--- config.mk ---
export PLATFORM = sky130hd
export DESIGN_NAME = fft_ram
export DESIGN_NICKNAME = d
export VERILOG_FILES = /design/src/hdl/fft_ram.sv
export SDC_FILE = /design/constraint.sdc
export NUM_CORES = 1
export LEC_CHECK = 0
export BUFFER_PORTS_ARGS = -buffer_cell sky130_fd_sc_hd__buf_2
export CELL_PAD_IN_SITES_DETAIL_PLACEMENT = 0
export CELL_PAD_IN_SITES_GLOBAL_PLACEMENT = 1
export CORE_MARGIN = 2
export CORE_UTILIZATION = 40
export DETAILED_ROUTE_END_ITERATION = 8
export PLACE_DENSITY_LB_ADDON = 0.05
export SETUP_SLACK_MARGIN = 0.1
export SLEW_MARGIN = 20
export SYNTH_ARGS = -nofsm -noshare
export SYNTH_HDL_FRONTEND = slang
export SYNTH_SLANG_ARGS = --single-unit
--- constraint.sdc ---
create_clock -name clk_i -period 1.8 [get_ports clk_i]
set_clock_uncertainty 0.1 [all_clocks]
set_input_delay 0.09 -clock clk_i [delete_from_list [all_inputs] [get_ports clk_i]]
set_output_delay 0.09 -clock clk_i [all_outputs]
set_load 0.01 [all_outputs]
--- src/hdl/fft_ram.sv ---
// Generic single-port-write, single-port-read RAM with registered read.
`default_nettype none
module fft_ram #(
  parameter int unsigned Width = 8,
  parameter int unsigned Depth = 16
) (
  input  wire logic                     clk_i,
  input  wire logic                     we_i,
  input  wire logic [$clog2(Depth)-1:0] waddr_i,
  input  wire logic [Width-1:0]         wdata_i,
  input  wire logic [$clog2(Depth)-1:0] raddr_i,
  output logic      [Width-1:0]         rdata_o
);
  logic [Width-1:0] mem [Depth];
  always_ff @(posedge clk_i) begin
    if (we_i) mem[waddr_i] <= wdata_i;
    rdata_o <= mem[raddr_i];
  end
endmodule
`default_nettype wire

# == After elaboration in Yosys (flattened, before gate mapping) ==
# Memory sizes are Yosys's and may differ from the RTL's. A register that Yosys moved wholly into a read port is not among the register bits.
# Cells that the tools add are included.
# word_totals
ram_bits,128
elab_cells,3
mem_count,1
register_bits,0
# memory_table
memory,depth,word_bits,rd,rd_clocked_by_memory_dff,write_ports,line,text
mem,16,8,1,1,1,14,logic [Width-1:0] mem [Depth];
# op_classes
muxes,2
# op_table
operator,n
1-bit two-way mux,2

# == Logic depth before layout (Yosys ltp) ==
# depth
word_depth,2
ltp_mapped,5

# == Least setup slack after synthesis ==
# Ideal clock, no wire load.
# synth_path
path_type,input -> register
start,input waddr_i[2]
end,memory mem[0][0] (enable)
stages,2
slack_ps,117
arrival_ps,1200
t_required_ps,1317
cell_sequence,or3b_2 nor3_1
# synth_lines
element,line,text
from (decl),9,"input wire logic [$clog2(Depth)-1:0] waddr_i,"
to (decl),14,
# No word-level cell before the write port.

==> metrics.cfg <==
[timing]
finalCritPeriodShare = 0.803
fin_crit_ns = 1.45
grt_setup_unrepaired = no
timing.fmax_ghz = 0.692
slew_violations = 0
setup_viol = 0
finalHoldViolations = 0
slew_headroom = 0.685
tns_ns = 0
worst_pin_slew_ns = 0.472

[place]
placed_cell_area_mm2 = 0.00560
io_buffers = 25
gp_congestion = 0.687
dp_cells = 438
hpwl_um = 6420

[setup_path]
critPathLaunchType = flip-flop
crit_type = reg -> reg
critPathMaxFanout = 1
worstPathRequired_ns = 1.99
worstPathArrival_ns = 1.63
crit_path_end_kind = flip-flop

[run]
cap_violations = 0

[cts]
tritoncts = built
clkTransAtPathRegs_ns = 0.05
cts.path.max_buffers = 2
clk_latency_ns = 0.41
h-tree-depth = 4
clock-root-buffer = clkbuf_16
cts_resized = 0
cts_made_buffers = 17
clock-sinks = 136
cts_setup_buffers = 0

[worst_hold_path]
min_path_type = in -> reg

[cells_and_area]
seq_area_mm2 = 0.00400
multi_input_area_mm2 = 0.00106
area_growth_pct = 20.2
post_layout_nonfiller_instances = 478
final_util = 0.492
n_fill_cell = 1033
finish.instance_area_mm2 = 0.00619
final_layout_size_suffix_gt1_frac = 0.288
antennaDiodeCount = 0
nets = 311

[global_route]
grt-ovfl-total = 0
antenna_found_initial = 0
track_usage = 0.160
grt_start_max_net_pins = 33
grt_pass1_wl_um = 15500
grt_pass1_vias = 2597

[yosys]
syn_avg_cell_area_um2 = 22.5
synth_top_area_cell = edfxtp_1
ys_seq_elements = 136
synthTopCellsByArea = edfxtp_1 75%, mux4_2 7.9%, mux4_1 7.1%, dfxtp_1 3.1%, a22oi_1 2.3%
ys.warnings.count = 0
syn_area_mm2 = 0.00515
synth_nets = 247
yosysTopAreaCellShare = 0.747
ys_types = 19
yosysSeqAreaShare = 0.778
netlist_instances = 229

[floorplanning]
die_area_mm2 = 0.0138
start_util = 0.410
rows = 41
io_pins = 26
die_h_um = 117
core-area_mm2 = 0.0126
die_width_um = 117

[routing]
drc = 0
via_count = 2379
wl_per_cell_um = 20.9
routed_wl_um = 9980
via_per_inst = 4.98
drtIter0Drc = 157
firstDrtPassIters = 4
ant_nets = 0

[pwr]
powerDensity_mw_per_mm2 = 1110
leakagePower_uw = 0.00211
ir_drop_mv = 0.572

[status]
status = complete, no violations

-- cell type report --
cell class | count | share of cell area
multi-input combinational | 83 | 0.171
timing repair buffer | 55 | 0.0659
sequential | 136 | 0.647
tap | 172 | 0.0348
clock inverter | 5 | 0.00364
clock buffer | 27 | 0.0780
-- sequential cells by signal (all words and copies together), names as in the netlist --
signal   count
mem        128
rdata_o      8
-- per-layer routing --
| layer | wire, um | up-vias | global-route usage |
|---|---|---|---|
| met4 | 165 | 0 | 0.0723 |
| met5 | 0 | - | 0 |
| met2 | 5130 | 42 | 0.261 |
| met3 | 337 | 14 | 0.0477 |
| met1 | 4350 | 1222 | 0.198 |
| li1 | - | 1101 | - |
-- where the power goes --
| part | switching [uW] | leakage [uW] | internal (uW) | total [uW] |
|---|---|---|---|---|
| Sequential | 20.8 | 0.00122 | 3540 | 3560 |
| Combinational | 190 | 0.000633 | 161 | 351 |
| Clock | 1150 | 0.000248 | 1810 | 2960 |
-- synthesized netlist by cell type --
master	instances
edfxtp_1	128
mux4_2	18
a22oi_1	16
mux4_1	14
nor2_1	13
nand2_1	9
dfxtp_1	8
nor3_1	4
buf_2	3
buf_6	3
clkdlybuf4s25_2	3
nand2b_1	2
nand3b_1	2
and2_1	1
and2b_1	1
buf_4	1
nand3_1	1
nor2b_1	1
or3b_2	1
-- cells in the final DEF, fill, tap and decap left out --
cell type        n
and2b_1          1
mux4_2          18
clkbuf_8         2
buf_2           25
dlygate4sd3_1    8
edfxtp_1       128
mux4_1          14
nor2b_1          1
and2_1           1
nor2_1          13
nor3_1           4
clkbuf_1         8
nand2_1          9
clkinv_2         3
nand3_1          1
clkbuf_16       17
a22oi_1         16
buf_12           3
nand3b_1         2
buf_4           19
clkinv_1         2
nand2b_1         2
or3b_2           1
dfxtp_1          8
-- stage by stage --
step	worst slack (ns)	power (uW)	hold slack (ns)
finish	0.355	6880	0.141
global placement	0.168	3980	0.381
CTS	0.317	6950	0.125
detailed placement	0.171	3980	0.384
floorplan	0.117	3810	0.0889
global route	0.265	7130	0.158
-- critical path, stage by stage (launching register included) --
cell and delay, ns:
edfxtp_1 0.35, mux4_2 0.46, a22oi_1 0.32, nand2_1 0.10
-- timing repair --
action / CTS / global route
endpoints found under the setup margin: 0 / 0
hold buffers: 8 / 0
endpoints found under the hold margin: 128 / 0
-- final timing paths --
| check | from | end | slack, ns | cells after the start |
|---|---|---|---|---|
| worst min register to register | mem[15][5] | rdata_o[5] | 0.56 | 3 |
| worst max register to register | mem[3][7] | rdata_o[7] | 0.35 | 3 |
| worst max-delay path | mem[3][7] | rdata_o[7] | 0.35 | 3 |
| worst min-delay path | waddr_i[0] | mem[0][5] | 0.14 | 3 |
-- kinds of logic (layout without fill, tap and decap cells) --
| family | count (synthesis) | in the layout | share of synthesized area |
|---|---|---|---|
| buffers and inverters | 10 | 87 | 0.0168 |
| AND/OR/NAND/NOR | 35 | 35 | 0.0318 |
| flip-flops | 136 | 136 | 0.778 |
| multiplexers | 32 | 32 | 0.150 |
| AO/OA/AOI/OAI | 16 | 16 | 0.0233 |
(Power assumes the default switching activity.)
