## config.mk

```make
export PLATFORM = sky130hd
export DESIGN_NAME = fft_ctrl
export DESIGN_NICKNAME = d
export VERILOG_FILES = /design/src/hdl/fft_pkg.sv /design/src/hdl/fft_ctrl.sv
export SDC_FILE = /design/constraint.sdc
export NUM_CORES = 1
export LEC_CHECK = 0
export CORE_ASPECT_RATIO = 0.7
export CORE_MARGIN = 2
export CORE_UTILIZATION = 51
export CTS_CLUSTER_SIZE = 20
export DETAILED_ROUTE_END_ITERATION = 12
export DONT_BUFFER_PORTS = 1
export PLACE_DENSITY_LB_ADDON = 0.1
export REMOVE_ABC_BUFFERS = 1
export SYNTH_ARGS = -nofsm -noshare
export SYNTH_HDL_FRONTEND = slang
export SYNTH_SLANG_ARGS = --single-unit
```

## constraint.sdc

```tcl
create_clock -name clk_i -period 6.7 [get_ports clk_i]
set_input_delay 1.34 -clock clk_i [delete_from_list [all_inputs] [get_ports clk_i]]
set_output_delay 1.34 -clock clk_i [all_outputs]
set_load 0.05 [all_outputs]
```

## src/hdl/fft_pkg.sv

```systemverilog
// Package: constants, types and twiddle function for the radix-2 FFT.
`default_nettype none
package fft_pkg;
  localparam int unsigned LogPointsDefault = 6;
  localparam int unsigned MaxLog = 6;
  localparam int unsigned SampleW = 16;
  localparam int unsigned DataW = 23;
  localparam int unsigned CmplxW = 2 * DataW;
  localparam int unsigned TwW = 16;

  typedef enum logic [2:0] {
    StLoad, StRead, StWait, StWrite, StEmitRd, StEmit
  } fft_state_e;

  typedef logic signed [DataW-1:0] data_t;

  function automatic logic signed [TwW-1:0] quarter_cos(input logic [4:0] k);
    logic signed [TwW-1:0] v;
    unique case (k)
      5'd0: v = 16'sd32767;  5'd1: v = 16'sd32610;  5'd2: v = 16'sd32138;
      5'd3: v = 16'sd31357;  5'd4: v = 16'sd30274;  5'd5: v = 16'sd28899;
      5'd6: v = 16'sd27246;  5'd7: v = 16'sd25330;  5'd8: v = 16'sd23170;
      5'd9: v = 16'sd20788;  5'd10: v = 16'sd18205; 5'd11: v = 16'sd15447;
      5'd12: v = 16'sd12540; 5'd13: v = 16'sd9512;  5'd14: v = 16'sd6393;
      5'd15: v = 16'sd3212;  default: v = 16'sd0;
    endcase
    return v;
  endfunction

  function automatic logic signed [TwW-1:0] tw_cos(input logic [5:0] k);
    logic signed [TwW-1:0] v;
    if (k <= 6'd16) v = quarter_cos(k[4:0]);
    else if (k <= 6'd32) v = -quarter_cos(5'(6'd32 - k));
    else if (k <= 6'd48) v = -quarter_cos(5'(k - 6'd32));
    else v = quarter_cos(5'(7'd64 - {1'b0, k}));
    return v;
  endfunction

  function automatic logic signed [TwW-1:0] tw_sin(input logic [5:0] k);
    return tw_cos(6'(k + 6'd48));
  endfunction
endpackage
`default_nettype wire

```

## src/hdl/fft_ctrl.sv

```systemverilog
// Sequencer: bit-reversed load addressing, butterfly addressing, and bin emission.
`default_nettype none
module fft_ctrl #(
  parameter int unsigned LogPoints = fft_pkg::LogPointsDefault
) (
  input  wire logic         clk_i,
  input  wire logic         rst_ni,
  input  wire logic         in_valid_i,
  output logic              in_ready_o,
  input  wire logic         out_taken_i,
  input  wire logic         out_full_i,
  output fft_pkg::fft_state_e state_o,
  output logic [5:0]        load_addr_o,
  output logic [5:0]        p_addr_o,
  output logic [5:0]        q_addr_o,
  output logic [5:0]        tw_k_o,
  output logic [5:0]        emit_idx_o,
  output logic              emit_last_o,
  output logic              frame_done_o
);
  localparam int unsigned N = 1 << LogPoints;
  localparam int unsigned HalfN = N / 2;
  fft_pkg::fft_state_e state_q, state_d;
  logic [6:0] cnt_q, cnt_d;
  logic [2:0] stage_q, stage_d;
  logic [5:0] bf_q, bf_d;
  logic [5:0] half, j, grp, p_lin, q_lin;

  function automatic logic [5:0] brev(input logic [5:0] x);
    logic [5:0] r;
    r = '0;
    for (int i = 0; i < LogPoints; i++) r[LogPoints-1-i] = x[i];
    return r;
  endfunction

  // stage_q counts 0..LogPoints-1; half = 2^stage
  assign half  = 6'(1 << stage_q);
  assign j     = bf_q & 6'(half - 6'd1);
  assign grp   = 6'(bf_q - j);
  assign p_lin = 6'((grp << 1) + j);
  assign q_lin = 6'(p_lin + half);
  // loaded in natural order; bit reversal applied on the load address
  assign load_addr_o = brev(cnt_q[5:0]);
  assign p_addr_o = p_lin;
  assign q_addr_o = q_lin;
  assign tw_k_o   = 6'(j << (fft_pkg::MaxLog - 1 - stage_q));
  assign emit_idx_o  = cnt_q[5:0];
  assign emit_last_o = cnt_q == 7'(N - 1);
  assign state_o = state_q;

  always_comb begin
    state_d = state_q; cnt_d = cnt_q; stage_d = stage_q; bf_d = bf_q;
    unique case (state_q)
      fft_pkg::StLoad: if (in_valid_i) begin
        if (cnt_q == 7'(N - 1)) begin
          cnt_d = '0; state_d = fft_pkg::StRead; stage_d = '0; bf_d = '0;
        end else cnt_d = cnt_q + 7'd1;
      end
      fft_pkg::StRead:  state_d = fft_pkg::StWait;
      fft_pkg::StWait:  state_d = fft_pkg::StWrite;
      fft_pkg::StWrite: begin
        state_d = fft_pkg::StRead;
        if (bf_q == 6'(HalfN - 1)) begin
          bf_d = '0;
          if (stage_q == 3'(LogPoints - 1)) state_d = fft_pkg::StEmitRd;
          else stage_d = stage_q + 3'd1;
        end else bf_d = bf_q + 6'd1;
      end
      fft_pkg::StEmitRd: if (!out_full_i || out_taken_i) state_d = fft_pkg::StEmit;
      fft_pkg::StEmit: begin
        if (emit_last_o) begin
          cnt_d = '0; state_d = fft_pkg::StLoad;
        end else begin
          cnt_d = cnt_q + 7'd1; state_d = fft_pkg::StEmitRd;
        end
      end
      default: state_d = fft_pkg::StLoad;
    endcase
  end

  always_comb begin
    in_ready_o   = state_q == fft_pkg::StLoad;
    frame_done_o = state_q == fft_pkg::StEmit && emit_last_o;
  end

  always_ff @(posedge clk_i or negedge rst_ni) begin
    if (!rst_ni) begin
      state_q <= fft_pkg::StLoad; cnt_q <= '0; stage_q <= '0; bf_q <= '0;
    end else begin
      state_q <= state_d; cnt_q <= cnt_d; stage_q <= stage_d; bf_q <= bf_d;
    end
  end

  assert property (@(posedge clk_i) disable iff (!rst_ni)
    state_q == fft_pkg::StLoad |-> cnt_q < 7'(N)) else $error("load count overrun");
  assert property (@(posedge clk_i) disable iff (!rst_ni)
    state_q != fft_pkg::StLoad |-> !in_ready_o) else $error("ready outside load");
  assert property (@(posedge clk_i) disable iff (!rst_ni)
    state_q == fft_pkg::StWrite |-> $past(state_q) == fft_pkg::StWait)
    else $error("butterfly sequence broken");
  assert property (@(posedge clk_i) disable iff (!rst_ni)
    stage_q < 3'(LogPoints)) else $error("stage overrun");
endmodule
`default_nettype wire
```

* Word-level counts from Yosys, hierarchy flattened
Cells that the tools add are included. W data, S select, Z words.
Storage, ports and cells: output and inout bits 36, flip-flop bits (word level) 19, bits in latches 0, memories kept 0, ROM bits 0, memory bits (writable) 0
Operators by class: eq/ne operators 13, divide/modulo/power cells 0, reduce and logical (&&, ||, !) cells 10, multiply operators 0, magnitude comparators 0, bitwise gates (word level) 1, add/sub/neg operators 8, muxes and demuxes 19, shift operators 2
Operators by type and width (number):
- $shl A6 B32 Y6 | 1
- $mux W3 | 10
- $mux W6 | 3
- $pmux W3 S6 | 1
- $mux W7 | 2
- $pmux W7 S2 | 1
- $add A6 B6 Y6 | 2
- $pmux W6 S2 | 1
- $eq A3 B3 Y1 const B | 3
- $ne A2 B2 Y1 const B | 4
- $add A7 B1 Y7 const B | 1
- $eq A7 B6 Y1 const B | 1
- $add A6 B1 Y6 const B | 1
- $and A6 B6 Y6 | 1
- $eq A3 B2 Y1 const B | 2
- $eq A6 B5 Y1 const B | 1
- $pmux W3 S2 | 1
- $reduce_and A3 Y1 | 2
- $shl A1 B3 Y6 const A | 1
- $sub A6 B1 Y6 const B | 1
- $reduce_and A5 Y1 | 1
- $sub A5 B5 Y5 | 1
- $reduce_bool A2 Y1 | 2
- $sub A3 B3 Y4 const A | 1
- 8 further kinds | 8

* Depth between registers and ports, before layout
word-level depth 6, gate-level depth with buffers 15, depth with buffers taken out 15

* Least setup slack after synthesis
No wires, ideal clock.
path type flip-flop to output port, start register stage_q[1], end output port q_addr_o[5], arrival 4.679 ns, required time 5.360 ns, slack 0.681 ns, stages on the path, launching flop included 16, path through dfrtp_1 -> inv_1 -> ha_1 -> nand2b_1 -> ha_1 -> nand2_1 -> ha_1 -> a21oi_1 -> xnor2_1 -> ha_1 -> xor2_1 -> ha_1 -> a21o_1 -> a21oi_1 -> xnor2_1 -> xnor2_1
Between the ends: cells in the longest elaborated chain, start to end 6
Ends and longest elaborated chain:
- start, declared | RTL line fft_ctrl.sv:25 | logic [2:0] stage_q, stage_d;
- start signal, assigned | RTL line fft_ctrl.sv:88 | state_q <= fft_pkg::StLoad; cnt_q <= '0; stage_q <= '0; bf_q <= '0;
- start signal, assigned | RTL line fft_ctrl.sv:90 | state_q <= state_d; cnt_q <= cnt_d; stage_q <= stage_d; bf_q <= bf_d;
- $shl A1 B3 Y6 * | RTL line fft_ctrl.sv:37 | assign half = 6'(1 << stage_q);
- $sub A6 B1 Y6 * | RTL line fft_ctrl.sv:38 | assign j = bf_q & 6'(half - 6'd1);
- $and A6 B6 Y6 * | RTL line fft_ctrl.sv:38
- $sub A5 B5 Y5 | RTL line fft_ctrl.sv:39 | assign grp = 6'(bf_q - j);
- $add A6 B6 Y6 * | RTL line fft_ctrl.sv:40 | assign p_lin = 6'((grp << 1) + j);
- net p_addr_o[3] | RTL line fft_ctrl.sv:14 | output logic [5:0] p_addr_o,
- $add A6 B6 Y6 * | RTL line fft_ctrl.sv:41 | assign q_lin = 6'(p_lin + half);
- end, declared | RTL line fft_ctrl.sv:15 | output logic [5:0] q_addr_o,
Mark *: on every way through the listed nets, which the timed path passes. The rest lies on a longest branch.

* Final worst setup path
Same ends and word-level chain as after synthesis.

==> run metrics <==
outcome complete, no violations; TritonRoute pass-1 iters 4; FILL cells 341; Die Span Y 55.4 µm; Sw Pwr 0.248 mW; Nets 243; clock-pin slew on the worst setup and hold paths 0.07 ns; Critical Path End q_addr_o[5]; CP required 5.36 ns; #FFs+latches synth 19; initial antenna violation count 0; final setup TNS 0 ns; worst reg-to-reg path cell count 7; DP HPWL 3260 µm; Routed WL 3980 µm; Sequential cell area 475 µm²; part of the power in combinational logic 0.213; post-synthesis area per instance 8.70 µm²; yosys warns 0; VDD IR max 184 µV; Multi-input gate area 1300 µm²; Detail Route Antenna Nets 0; row cnt 18; delay-heaviest family, CP adder cells; sw frac 0.541; final setup fails 0; register area share after synthesis 0.247; post-synth top area share 0.247; post-synthesis cell area 1920 µm²; top cell type by total area after synthesis dfrtp_1; Leak 0.927 nW; arrival time at the worst endpoint 4.52 ns; # resized after CTS 0; die outline width 77.4 µm; post-CTS setup buffer count 0; Hold Vio Cnt, Final 0; top cells by area, synth dfrtp_1, ha_1, xnor2_1, buf_4, nand2_1; crit-path max FO 10; pins over their slew limit 0; number of flops mapped to enable cells by yosys 0; cell count after placement 262; Clock Tree Buf Depth 2; hold path depth 2; ys async rst share 1.00; endpoint class of the critical path output port; P per Cell Area 230 nW/µm²; flop-to-flop setup slack 3.33 ns; sequential share of power 0.617; Clock H-tree levels 1; Critical Path Source stage_q[1]; count of cell types in the netlist 55; critical path depth 14; clk_lat worst skew 0.25 ns; CTS tree built; Cell Chain, Critical Path inv_1, ha_1, nand2b_1, ha_1, xnor2_1, nor2_1, fa_1, ha_1, a21o_1, a21o_1, a21oi_1, xnor2_1, xnor2_1, buf_4; unrepaired setup endpoints after global routing false; detailed router's first-iteration violation count 135; fin crit share 0.875; post-route cell area 1990 µm²; DRC 0; r2r endpoint stage_q[1]; wire per inst 15.0 µm; Clock Sinks 19; Int Power 0.210 mW; first-pass GRT wire length 7020 µm; gr usage total 0.202; Die Area 4280 µm²; slowest stage delay, CP 0.90 ns; Min Clock Period, post-route 5.86 ns; layout cells sized above 1 0.157; # diodes 0; CP bufs+invs 2; clock power share 0.170; Slew @ Worst Pin 1.13 ns; Worst Hold Class register to register; largest net degree at the start of global routing 20; TritonCTS Buffers 3; most common cell after layout, fill and taps aside nand2_1; max-cap viol count 0; placed cell area 1950 µm²; io pins 41; most frequent cells in the layout nand2_1, ha_1, dfrtp_1, nor2_1; slowest CP cell fa_1; gr ovfl total 0; r2r startpoint cnt_q[1]; Post-CTS Hold Fix Bufs 0; core area 3560 µm²; port bufs 0; clk root buf clkbuf_8; cell count after synthesis 221; Final Non-Filler Cells 266; Layout area overhead 3.58%; Top FF cell, synth dfrtp_1; Worst setup SP type register; vias in the first global route 1396; worst setup path class register to output port; Vias 1470; FMAX 171 MHz; RD Place Congestion 0.885; Via density 5.53; Slew HR 0.247; initial core utilization 0.540; clock skew 0.00120 ns
## registers in the layout, summed over array words and instances, names as in the netlist
name and cells:
state_o 3, stage_q 3, cnt_q 7, bf_q 6
## power by group through the flow
stage | Clock, mW | Sequential, mW | Combinational, mW
finish | 0.0782 | 0.283 | 0.0976
floorplan | 0 | 0.279 | 0.0824
global route | 0.0868 | 0.288 | 0.109
detailed placement | 0 | 0.286 | 0.0976
CTS | 0.0814 | 0.283 | 0.0981
global placement | 0 | 0.284 | 0.0947
## kinds of logic (layout without fill, tap and decap cells)
kind of cell	after synthesis	in the layout	share of synthesized area
xor gates and xnor gates	17	17	0.0885
muxes	5	5	0.0299
adders and majority gates	21	21	0.145
buffers and inverters	31	26	0.0885
and+or+nand+nor	77	77	0.214
other	2	2	0.00391
AOI/OAI and AO/OA	49	49	0.184
DFF	19	19	0.247
## final cells by class
| class | count | share of cell area |
|---|---|---|
| timing repair buffer | 7 | 0.0264 |
| tap | 50 | 0.0314 |
| inverter | 15 | 0.0283 |
| multi-input combinational | 171 | 0.652 |
| sequential | 19 | 0.239 |
| clock buffer | 4 | 0.0226 |
## worst min path at each step
stage	start	end	slack, ns
after detailed placement	bf_q[4]	bf_q[4]	0.56
after global routing	bf_q[5]	bf_q[5]	0.62
after global placement	bf_q[4]	bf_q[4]	0.56
after CTS	bf_q[4]	bf_q[4]	0.58
final	cnt_q[6]	cnt_q[6]	0.58
after floorplan	bf_q[4]	bf_q[4]	0.51
## synth_stat cells, drive strengths merged, types with 5 or more instances
master / count
nand2: 23
a21oi: 14
nor2: 18
o21ai: 13
nor3: 5
ha: 19
nand3: 5
buf: 15
inv: 15
a21o: 7
dfrtp: 19
xnor2: 13
nor2b: 5
## tightest hold or removal path, cell delays in order, from the launching register on
cell and delay [ns]:
dfrtp_1 0.42, inv_1 0.08, nor2_1 0.05
## metal layers
layer | global-route usage | vias up | share of wire
met5 | 0 | - | 0
met4 | 0.0153 | 0 | 0
met3 | 0.0490 | 0 | 0.045
met2 | 0.289 | 28 | 0.40
met1 | 0.317 | 694 | 0.56
li1 | - | 748 | -
## per-stage QoR
stage / setup WS, ns / hold WS [ns] / total power [mW] / utilization
after floorplan: 0.681 / 0.513 / 0.362 / -
after global placement: 1.25 / 0.562 / 0.379 / 0.547
after detailed placement: 1.12 / 0.560 / 0.383 / 0.547
after CTS: 0.811 / 0.581 / 0.463 / 0.559
after global routing: 0.558 / 0.621 / 0.485 / 0.559
final: 0.836 / 0.580 / 0.459 / 0.559
Note: power is estimated with default switching activity, not from simulation.
