## src/hdl/fft_pkg.sv

```systemverilog
// Package: constants, types and twiddle function for the radix-2 FFT.
`default_nettype none
package fft_pkg;
  localparam int unsigned LogPointsDefault = 6;
  localparam int unsigned MaxLog = 6;
  localparam int unsigned SampleW = 16;
  localparam int unsigned DataW = 23;
  localparam int unsigned CmplxW = 2 * DataW;
  localparam int unsigned TwW = 16;

  typedef enum logic [2:0] {
    StLoad, StRead, StWait, StWrite, StEmitRd, StEmit
  } fft_state_e;

  typedef logic signed [DataW-1:0] data_t;

  function automatic logic signed [TwW-1:0] quarter_cos(input logic [4:0] k);
    logic signed [TwW-1:0] v;
    unique case (k)
      5'd0: v = 16'sd32767;  5'd1: v = 16'sd32610;  5'd2: v = 16'sd32138;
      5'd3: v = 16'sd31357;  5'd4: v = 16'sd30274;  5'd5: v = 16'sd28899;
      5'd6: v = 16'sd27246;  5'd7: v = 16'sd25330;  5'd8: v = 16'sd23170;
      5'd9: v = 16'sd20788;  5'd10: v = 16'sd18205; 5'd11: v = 16'sd15447;
      5'd12: v = 16'sd12540; 5'd13: v = 16'sd9512;  5'd14: v = 16'sd6393;
      5'd15: v = 16'sd3212;  default: v = 16'sd0;
    endcase
    return v;
  endfunction

  function automatic logic signed [TwW-1:0] tw_cos(input logic [5:0] k);
    logic signed [TwW-1:0] v;
    if (k <= 6'd16) v = quarter_cos(k[4:0]);
    else if (k <= 6'd32) v = -quarter_cos(5'(6'd32 - k));
    else if (k <= 6'd48) v = -quarter_cos(5'(k - 6'd32));
    else v = quarter_cos(5'(7'd64 - {1'b0, k}));
    return v;
  endfunction

  function automatic logic signed [TwW-1:0] tw_sin(input logic [5:0] k);
    return tw_cos(6'(k + 6'd48));
  endfunction
endpackage
`default_nettype wire

```

## src/hdl/fft_bfly.sv

```systemverilog
// Butterfly datapath: registered twiddle products, then add and subtract.
`default_nettype none
module fft_bfly (
  input  wire logic                         clk_i,
  input  wire logic [fft_pkg::CmplxW-1:0]   p_i,
  input  wire logic [fft_pkg::CmplxW-1:0]   q_i,
  input  wire logic [5:0]                   tw_k_i,
  input  wire logic                         inv_i,
  output logic      [fft_pkg::CmplxW-1:0]   p_o,
  output logic      [fft_pkg::CmplxW-1:0]   q_o
);
  localparam int unsigned DW = fft_pkg::DataW;
  localparam int unsigned PW = DW + fft_pkg::TwW;
  logic signed [fft_pkg::TwW-1:0] wr, wi, wis;
  logic signed [DW-1:0] qr, qi, pr0, pi0;
  logic signed [PW-1:0] m_rr_q, m_ii_q, m_ri_q, m_ir_q;
  logic signed [DW-1:0] ar_q, ai_q;
  logic signed [PW+1:0] sr, si;
  logic signed [DW-1:0] tr, ti;

  assign wr  = fft_pkg::tw_cos(tw_k_i);
  assign wis = fft_pkg::tw_sin(tw_k_i);
  assign wi  = inv_i ? -wis : wis;
  assign qr  = q_i[2*DW-1:DW];
  assign qi  = q_i[DW-1:0];
  assign pr0 = p_i[2*DW-1:DW];
  assign pi0 = p_i[DW-1:0];

  always_ff @(posedge clk_i) begin
    m_rr_q <= wr * qr;
    m_ii_q <= wi * qi;
    m_ri_q <= wr * qi;
    m_ir_q <= wi * qr;
    ar_q   <= pr0;
    ai_q   <= pi0;
  end

  assign sr = (PW+2)'(m_rr_q) - (PW+2)'(m_ii_q) + (PW+2)'(16384);
  assign si = (PW+2)'(m_ri_q) + (PW+2)'(m_ir_q) + (PW+2)'(16384);
  assign tr = DW'(sr >>> 15);
  assign ti = DW'(si >>> 15);
  assign p_o = {DW'(ar_q + tr), DW'(ai_q + ti)};
  assign q_o = {DW'(ar_q - tr), DW'(ai_q - ti)};
endmodule
`default_nettype wire

```

## config.mk

```make
export PLATFORM = sky130hd
export DESIGN_NAME = fft_bfly
export DESIGN_NICKNAME = d
export VERILOG_FILES = /design/src/hdl/fft_pkg.sv /design/src/hdl/fft_bfly.sv
export SDC_FILE = /design/constraint.sdc
export NUM_CORES = 2
export LEC_CHECK = 0
export BUFFER_PORTS_ARGS = -buffer_cell sky130_fd_sc_hd__buf_2
export CAP_MARGIN = 15
export CELL_PAD_IN_SITES_DETAIL_PLACEMENT = 1
export CELL_PAD_IN_SITES_GLOBAL_PLACEMENT = 1
export CORE_ASPECT_RATIO = 2
export CORE_MARGIN = 1
export CORE_UTILIZATION = 52
export CTS_BUF_LIST = sky130_fd_sc_hd__clkbuf_4 sky130_fd_sc_hd__clkbuf_8
export DETAILED_ROUTE_END_ITERATION = 8
export PLACE_DENSITY_LB_ADDON = 0.1
export SYNTH_ARGS = -nofsm -noshare
export SYNTH_HDL_FRONTEND = slang
export SYNTH_SLANG_ARGS = --single-unit
```

## constraint.sdc

```tcl
create_clock -name clk_i -period 16.3 [get_ports clk_i]
set_clock_uncertainty 0.15 [all_clocks]
set_input_delay 3.26 -clock clk_i [delete_from_list [all_inputs] [get_ports clk_i]]
set_output_delay 3.26 -clock clk_i [all_outputs]
set_load 0.02 [all_outputs]
```

Word level (Yosys, flattened, before mapping)
Memory sizes are Yosys's and may differ from the RTL's. Index checks and enable logic that the tools add are counted.

Register bits: 198. Logic and storage cells: 69. Output and inout bits: 92. Memory bits (read-only): 1920. Memories: 8. Input bits: 100.

$mul: 4. Magnitude comparators: 6. Add/subtract/negate cells: 20. Mux-type cells: 25.

Memory list: (name not given) (depth 16, bits a word 15, rd ports 1, clocked after memory_dff 0, wr ports 0, line fft_pkg.sv:19) `unique case (k)`; (name not given) (depth 16, bits a word 15, rd ports 1, clocked after memory_dff 0, wr ports 0, line fft_pkg.sv:19); (name not given) (depth 16, bits a word 15, rd ports 1, clocked after memory_dff 0, wr ports 0, line fft_pkg.sv:19); (name not given) (depth 16, bits a word 15, rd ports 1, clocked after memory_dff 0, wr ports 0, line fft_pkg.sv:19); (name not given) (depth 16, bits a word 15, rd ports 1, clocked after memory_dff 0, wr ports 0, line fft_pkg.sv:19); (name not given) (depth 16, bits a word 15, rd ports 1, clocked after memory_dff 0, wr ports 0, line fft_pkg.sv:19); 2 more memories.

Operators with widths (number): two-way mux 16 bit (25); multiplier 16 x 23 -> 38 bit (4); negation 16 bit (5); adder 38 x 16 -> 38 bit (second input constant) (2); adder 23 bit (2); subtractor 23 bit (2); adder 38 bit (1); subtractor 38 bit (1); <= comparator 6 bit (second input constant) (4); subtractor 1 x 5 -> 5 bit (first input constant) (4); <= comparator 6 x 5 -> 1 bit (second input constant) (2); subtractor 5 x 1 -> 5 bit (second input constant) (2); adder 6 bit (second input constant) (1).

Longest topological paths before layout
An unclocked memory read counts as a cell.

Depth in word-level cells: 14. Gate-level depth with buffers: 50.

Worst setup path after synthesis
No wires, ideal clock.

Path kind: input to register. From: input tw_k_i[0]. To: register m_ii_q[36]. Setup time: 0.072 ns. Cell stages on the path: 46. Data required time: 16.078 ns. Data arrival time: 13.762 ns. Setup slack: 2.316 ns. Cells stage by stage: clkbuf_1 -> buf_2 -> clkbuf_1 -> inv_1 -> ha_1 -> buf_2 -> buf_2 -> nor3b_2 -> xnor2_1 -> clkbuf_1 -> clkbuf_1 -> nand2_1 -> ha_1 -> clkbuf_1 -> inv_1 -> nor3_1 -> and3_1 -> nor3_1 -> [... 10 more ...] -> fa_1 -> inv_1 -> fa_1 -> inv_1 -> fa_1 -> inv_1 -> ha_1 -> or2_2 -> o22ai_1 -> a31oi_1 -> a221o_1 -> a211oi_1 -> a21o_1 -> a211oi_1 -> or3_1 -> a31o_2 -> a21oi_1 -> xnor2_1.

Cells in the longest elaborated chain, start to end: 14.

Ends and longest elaborated chain: start, declared (line fft_bfly.sv:7) `input wire logic [5:0] tw_k_i,`; adder 6 bit (*) (line fft_pkg.sv:40) `return tw_cos(6'(k + 6'd48));`; subtractor 5 x 1 -> 5 bit (line fft_pkg.sv:34) `else if (k <= 6'd48) v = -quarter_cos(5'(k - 6'd32));`; memory (16 x 15 bit); two-way mux 16 bit (line fft_pkg.sv:19); two-way mux 16 bit (line fft_pkg.sv:34); two-way mux 16 bit (line fft_pkg.sv:33) `else if (k <= 6'd32) v = -quarter_cos(5'(6'd32 - k));`; two-way mux 16 bit (line fft_pkg.sv:32) `if (k <= 6'd16) v = quarter_cos(k[4:0]);`; negation 16 bit (line fft_pkg.sv:34); two-way mux 16 bit (line fft_pkg.sv:34); two-way mux 16 bit (line fft_pkg.sv:33); two-way mux 16 bit (*) (line fft_pkg.sv:32); negation 16 bit (line fft_bfly.sv:23) `assign wi = inv_i ? -wis : wis;`; two-way mux 16 bit (*) (line fft_bfly.sv:23); multiplier 16 x 23 -> 38 bit (*) (line fft_bfly.sv:31) `m_ii_q <= wi * qi;`; end signal, assigned (line fft_bfly.sv:31); end, declared (line fft_bfly.sv:16) `logic signed [PW-1:0] m_rr_q, m_ii_q, m_ri_q, m_ir_q;`.

Every way passes the cells marked *; elsewhere a longest branch is shown, timed or not. The select of a mux whose other input is x is not followed.

Final worst setup path
From: input tw_k_i[1]. To: register m_ir_q[37].

Cells in the longest elaborated chain, start to end: 14.

Ends and longest elaborated chain: adder 6 bit (*) (line fft_pkg.sv:40); subtractor 5 x 1 -> 5 bit (line fft_pkg.sv:34); memory (16 x 15 bit); two-way mux 16 bit (line fft_pkg.sv:19); two-way mux 16 bit (line fft_pkg.sv:34); two-way mux 16 bit (line fft_pkg.sv:33); two-way mux 16 bit (line fft_pkg.sv:32); negation 16 bit (line fft_pkg.sv:34); two-way mux 16 bit (line fft_pkg.sv:34); two-way mux 16 bit (line fft_pkg.sv:33); two-way mux 16 bit (*) (line fft_pkg.sv:32); negation 16 bit (line fft_bfly.sv:23); two-way mux 16 bit (*) (line fft_bfly.sv:23); multiplier 16 x 23 -> 38 bit (*) (line fft_bfly.sv:33) `m_ir_q <= wi * qr;`; end signal, assigned (line fft_bfly.sv:33); end, declared (line fft_bfly.sv:16).

Marked as above.

==> summary.txt <==
vias in the first global route = 63204
Yosys Warn Count = 0
Tot GR Track Use = 0.3768
Synth Flop Type = dfxtp_1
fillcell total = 15233
Sequential cell area = 3964 sq um
Netlist Area Pre-Place = 67090 sq um
core area = 128200 sq um
post-placement cell area = 70130 sq um
#FFs+latches synth = 198
DPL Wire Length = 190900 um
Mapped Cells = 7670
largest net degree at the start of global routing = 53
Die Span Y = 510.0 um
global-route met3 utilization = 0.05799
full die area = 130500 sq um
GRT Residual Overflow = 0
Arrival @ worst endpoint = 15.05 ns
wire per inst = 25.44 um
syn nets = 9816
routability cong. = 0.9761
relative slew slack = 0.2057
clock slew at reported path FFs = 0.14 ns
layout cells sized above 1 = 0.06466
Root Buffer = clkbuf_8
Final Max Tran Viols = 0
Slew @ Worst Pin = 1.183 ns
PortBufs = 191
Synth area leaders = fa_1 42%, ha_1 12%, inv_1 9.8%
max cap viols = 0
H-tree depth = 4
met1 usage = 0.3648
RSZ-0062 raised after global routing = false
clock buffer depth = 3
Design Area, Final = 70630 sq um
post-route ant nets = 0
final setup vio count = 0
global-route wire length before repair = 365400 um
Crit. Startpoint = tw_k_i[1]
vias = 53868
Synth cell types = 98
Synth-to-Final Area Change = 5.282%
Syn Area/Cell = 8.747 sq um
Crit path required time = 16.73 ns
# DRC = 0
Worst path max stage delay = 0.73 ns
cell taking the most area after synthesis = fa_1
TritonCTS Buffers = 25
Initial Util = 0.5232
crit-path leading delay family = adder cells
Max Freq = 68.39 MHz
met2 usage = 0.6985
top cell type's share of synthesized area = 0.4237
Via density = 5.749
Worst path most repeated cell = inv_1
kind of critical path = primary input to flop
Final Cycle Share = 0.8971
sequential share of the synthesized area = 0.05908
initial antenna violation count = 20
EDFF count, synth = 0
CP max-delay cell = nor3b_2
multi-input logic area = 55430 sq um
hold path startpoint = p_i[22]
drt total wl = 238400 um
CP bufs+invs = 10
clk sinks = 198
Post-CTS Hold Buffers = 0
TNS Setup = 0 ns
post_cts resized = 0
status = completed
Iter 0 DRT Violations = 2529
std cell rows = 186
Max FO, Critical Path = 22
Period minus WS final = 14.62 ns
Hold Fails Final Rpt = 0
startpoint types = primary input
Nets = 9811
chip width = 256.0 um
Post-CTS Setup Inserts = 0
Pre-antenna DRT Iters = 5
class of the worst hold path = primary input to flop
Async S/R FF share, synth = 0
Ports = 192
CTS tree = done
Setup crit end kind = flop
busiest layer in global routing = met2
[through the flow]
stage	util	std cells	setup WS, ns	hold slack, ns
after floorplan	-	7670	2.316	3.138
after global placement	0.5469	9330	1.453	3.212
after detailed placement	0.5469	9330	1.162	3.214
after CTS	0.5507	9363	1.832	2.518
after global routing	0.5507	9364	1.065	2.545
final	0.5508	9370	1.677	2.551
[state kept, by name, summed over array words and instances (netlist names)]
name	flops
ai_q	23
ar_q	23
m_ii_q	38
m_ir_q	38
m_ri_q	38
m_rr_q	38
[Yosys cell counts, types with 7 or more instances]
cell type and number:
nand4_1 11, fa_1 1420, mux2i_1 10, inv_1 1745, nand3_1 63, nor2b_1 122
nand2_1 1030, o2111ai_1 7, a21o_1 73, nor3_1 59, buf_2 34, dfxtp_1 198
or3_1 29, nor2_1 243, a21oi_1 238, and2_1 406, or2_2 76, xnor2_1 263
and3_1 29, o22ai_1 11, o21ai_0 118, xor2_1 72, a211o_1 12, o41ai_1 7
o21a_1 33, a221oi_1 7, nand2b_1 52, a211oi_1 35, a31oi_1 44, buf_4 7
o211ai_1 30, clkbuf_1 299, nor4_1 13, a31o_2 14, ha_1 626, o31a_1 7
o31ai_1 25, o21bai_1 45
[metal layers]
layer,vias up,wire length [um]
met3,925,11280
met4,16,23850
met2,1741,126000
met1,28134,77140
li1,23052,-
met5,-,103
[area by class of cell]
class                           instances  share of cell area
Antenna cell                            7           0.0002480
Clock buffer                           26            0.005066
Multi-Input combinational cell       5374              0.7847
Clock inverter                          7            0.001754
Timing Repair Buffer                  319             0.02926
Sequential cell                       198             0.05612
Inverter                             1747             0.09284
Tap cell                             1692             0.02997
[placed cells by master, fill, tap and decap left out, types with 8 or more instances in the layout]
cell type  netlist  routed
nand2b_1        52      52
nand3_1         63      63
or3_1           29      29
a31oi_1         44      42
nor4_1          13      13
o21ai_0        118     117
o31ai_1         25      24
buf_2           34     191
nor2_1         243     241
o22ai_1         11      11
a211oi_1        35      35
nor3_1          59      59
fa_1          1420    1420
ha_1           626     626
clkbuf_8         0      26
xnor2_1        263     255
nor2b_1        122     122
buf_12           0      12
xor2_1          72      70
or2_2           76      76
o21a_1          33      32
buf_4            7     116
a211o_1         12      12
a21oi_1        238     235
dfxtp_1        198     198
o211ai_1        30      30
a31o_2          14      14
xnor2_2          0       8
nand2_1       1030    1030
a21o_1          73      73
nand4_1         11      11
mux2i_1         10      10
and3_1          29      29
o21bai_1        45      45
inv_1         1745    1745
and2_1         406     406
[logic make-up (layout without fill, tap and decap cells)]
kind of cell / Yosys count / after routing / synth area share
xor gates and xnor gates: 338 / 338 / 0.04480
buffers and inverters: 2098 / 2099 / 0.1190
other: 0 / 7 / 0
muxes: 15 / 15 / 0.002499
AOI/OAI and AO/OA: 807 / 807 / 0.08025
DFF: 198 / 198 / 0.05908
adders and majority gates: 2047 / 2047 / 0.5406
and+or+nand+nor: 2167 / 2167 / 0.1538
[final timing paths]
check               endpoint  slack (ns)  depth (start not counted)
setup / recovery  m_ir_q[37]        1.68                         41
hold / removal      ai_q[22]        2.55                          1
Power is not shown: default switching activity piles up to over one toggle a cycle in this logic, so the estimate is an artifact.
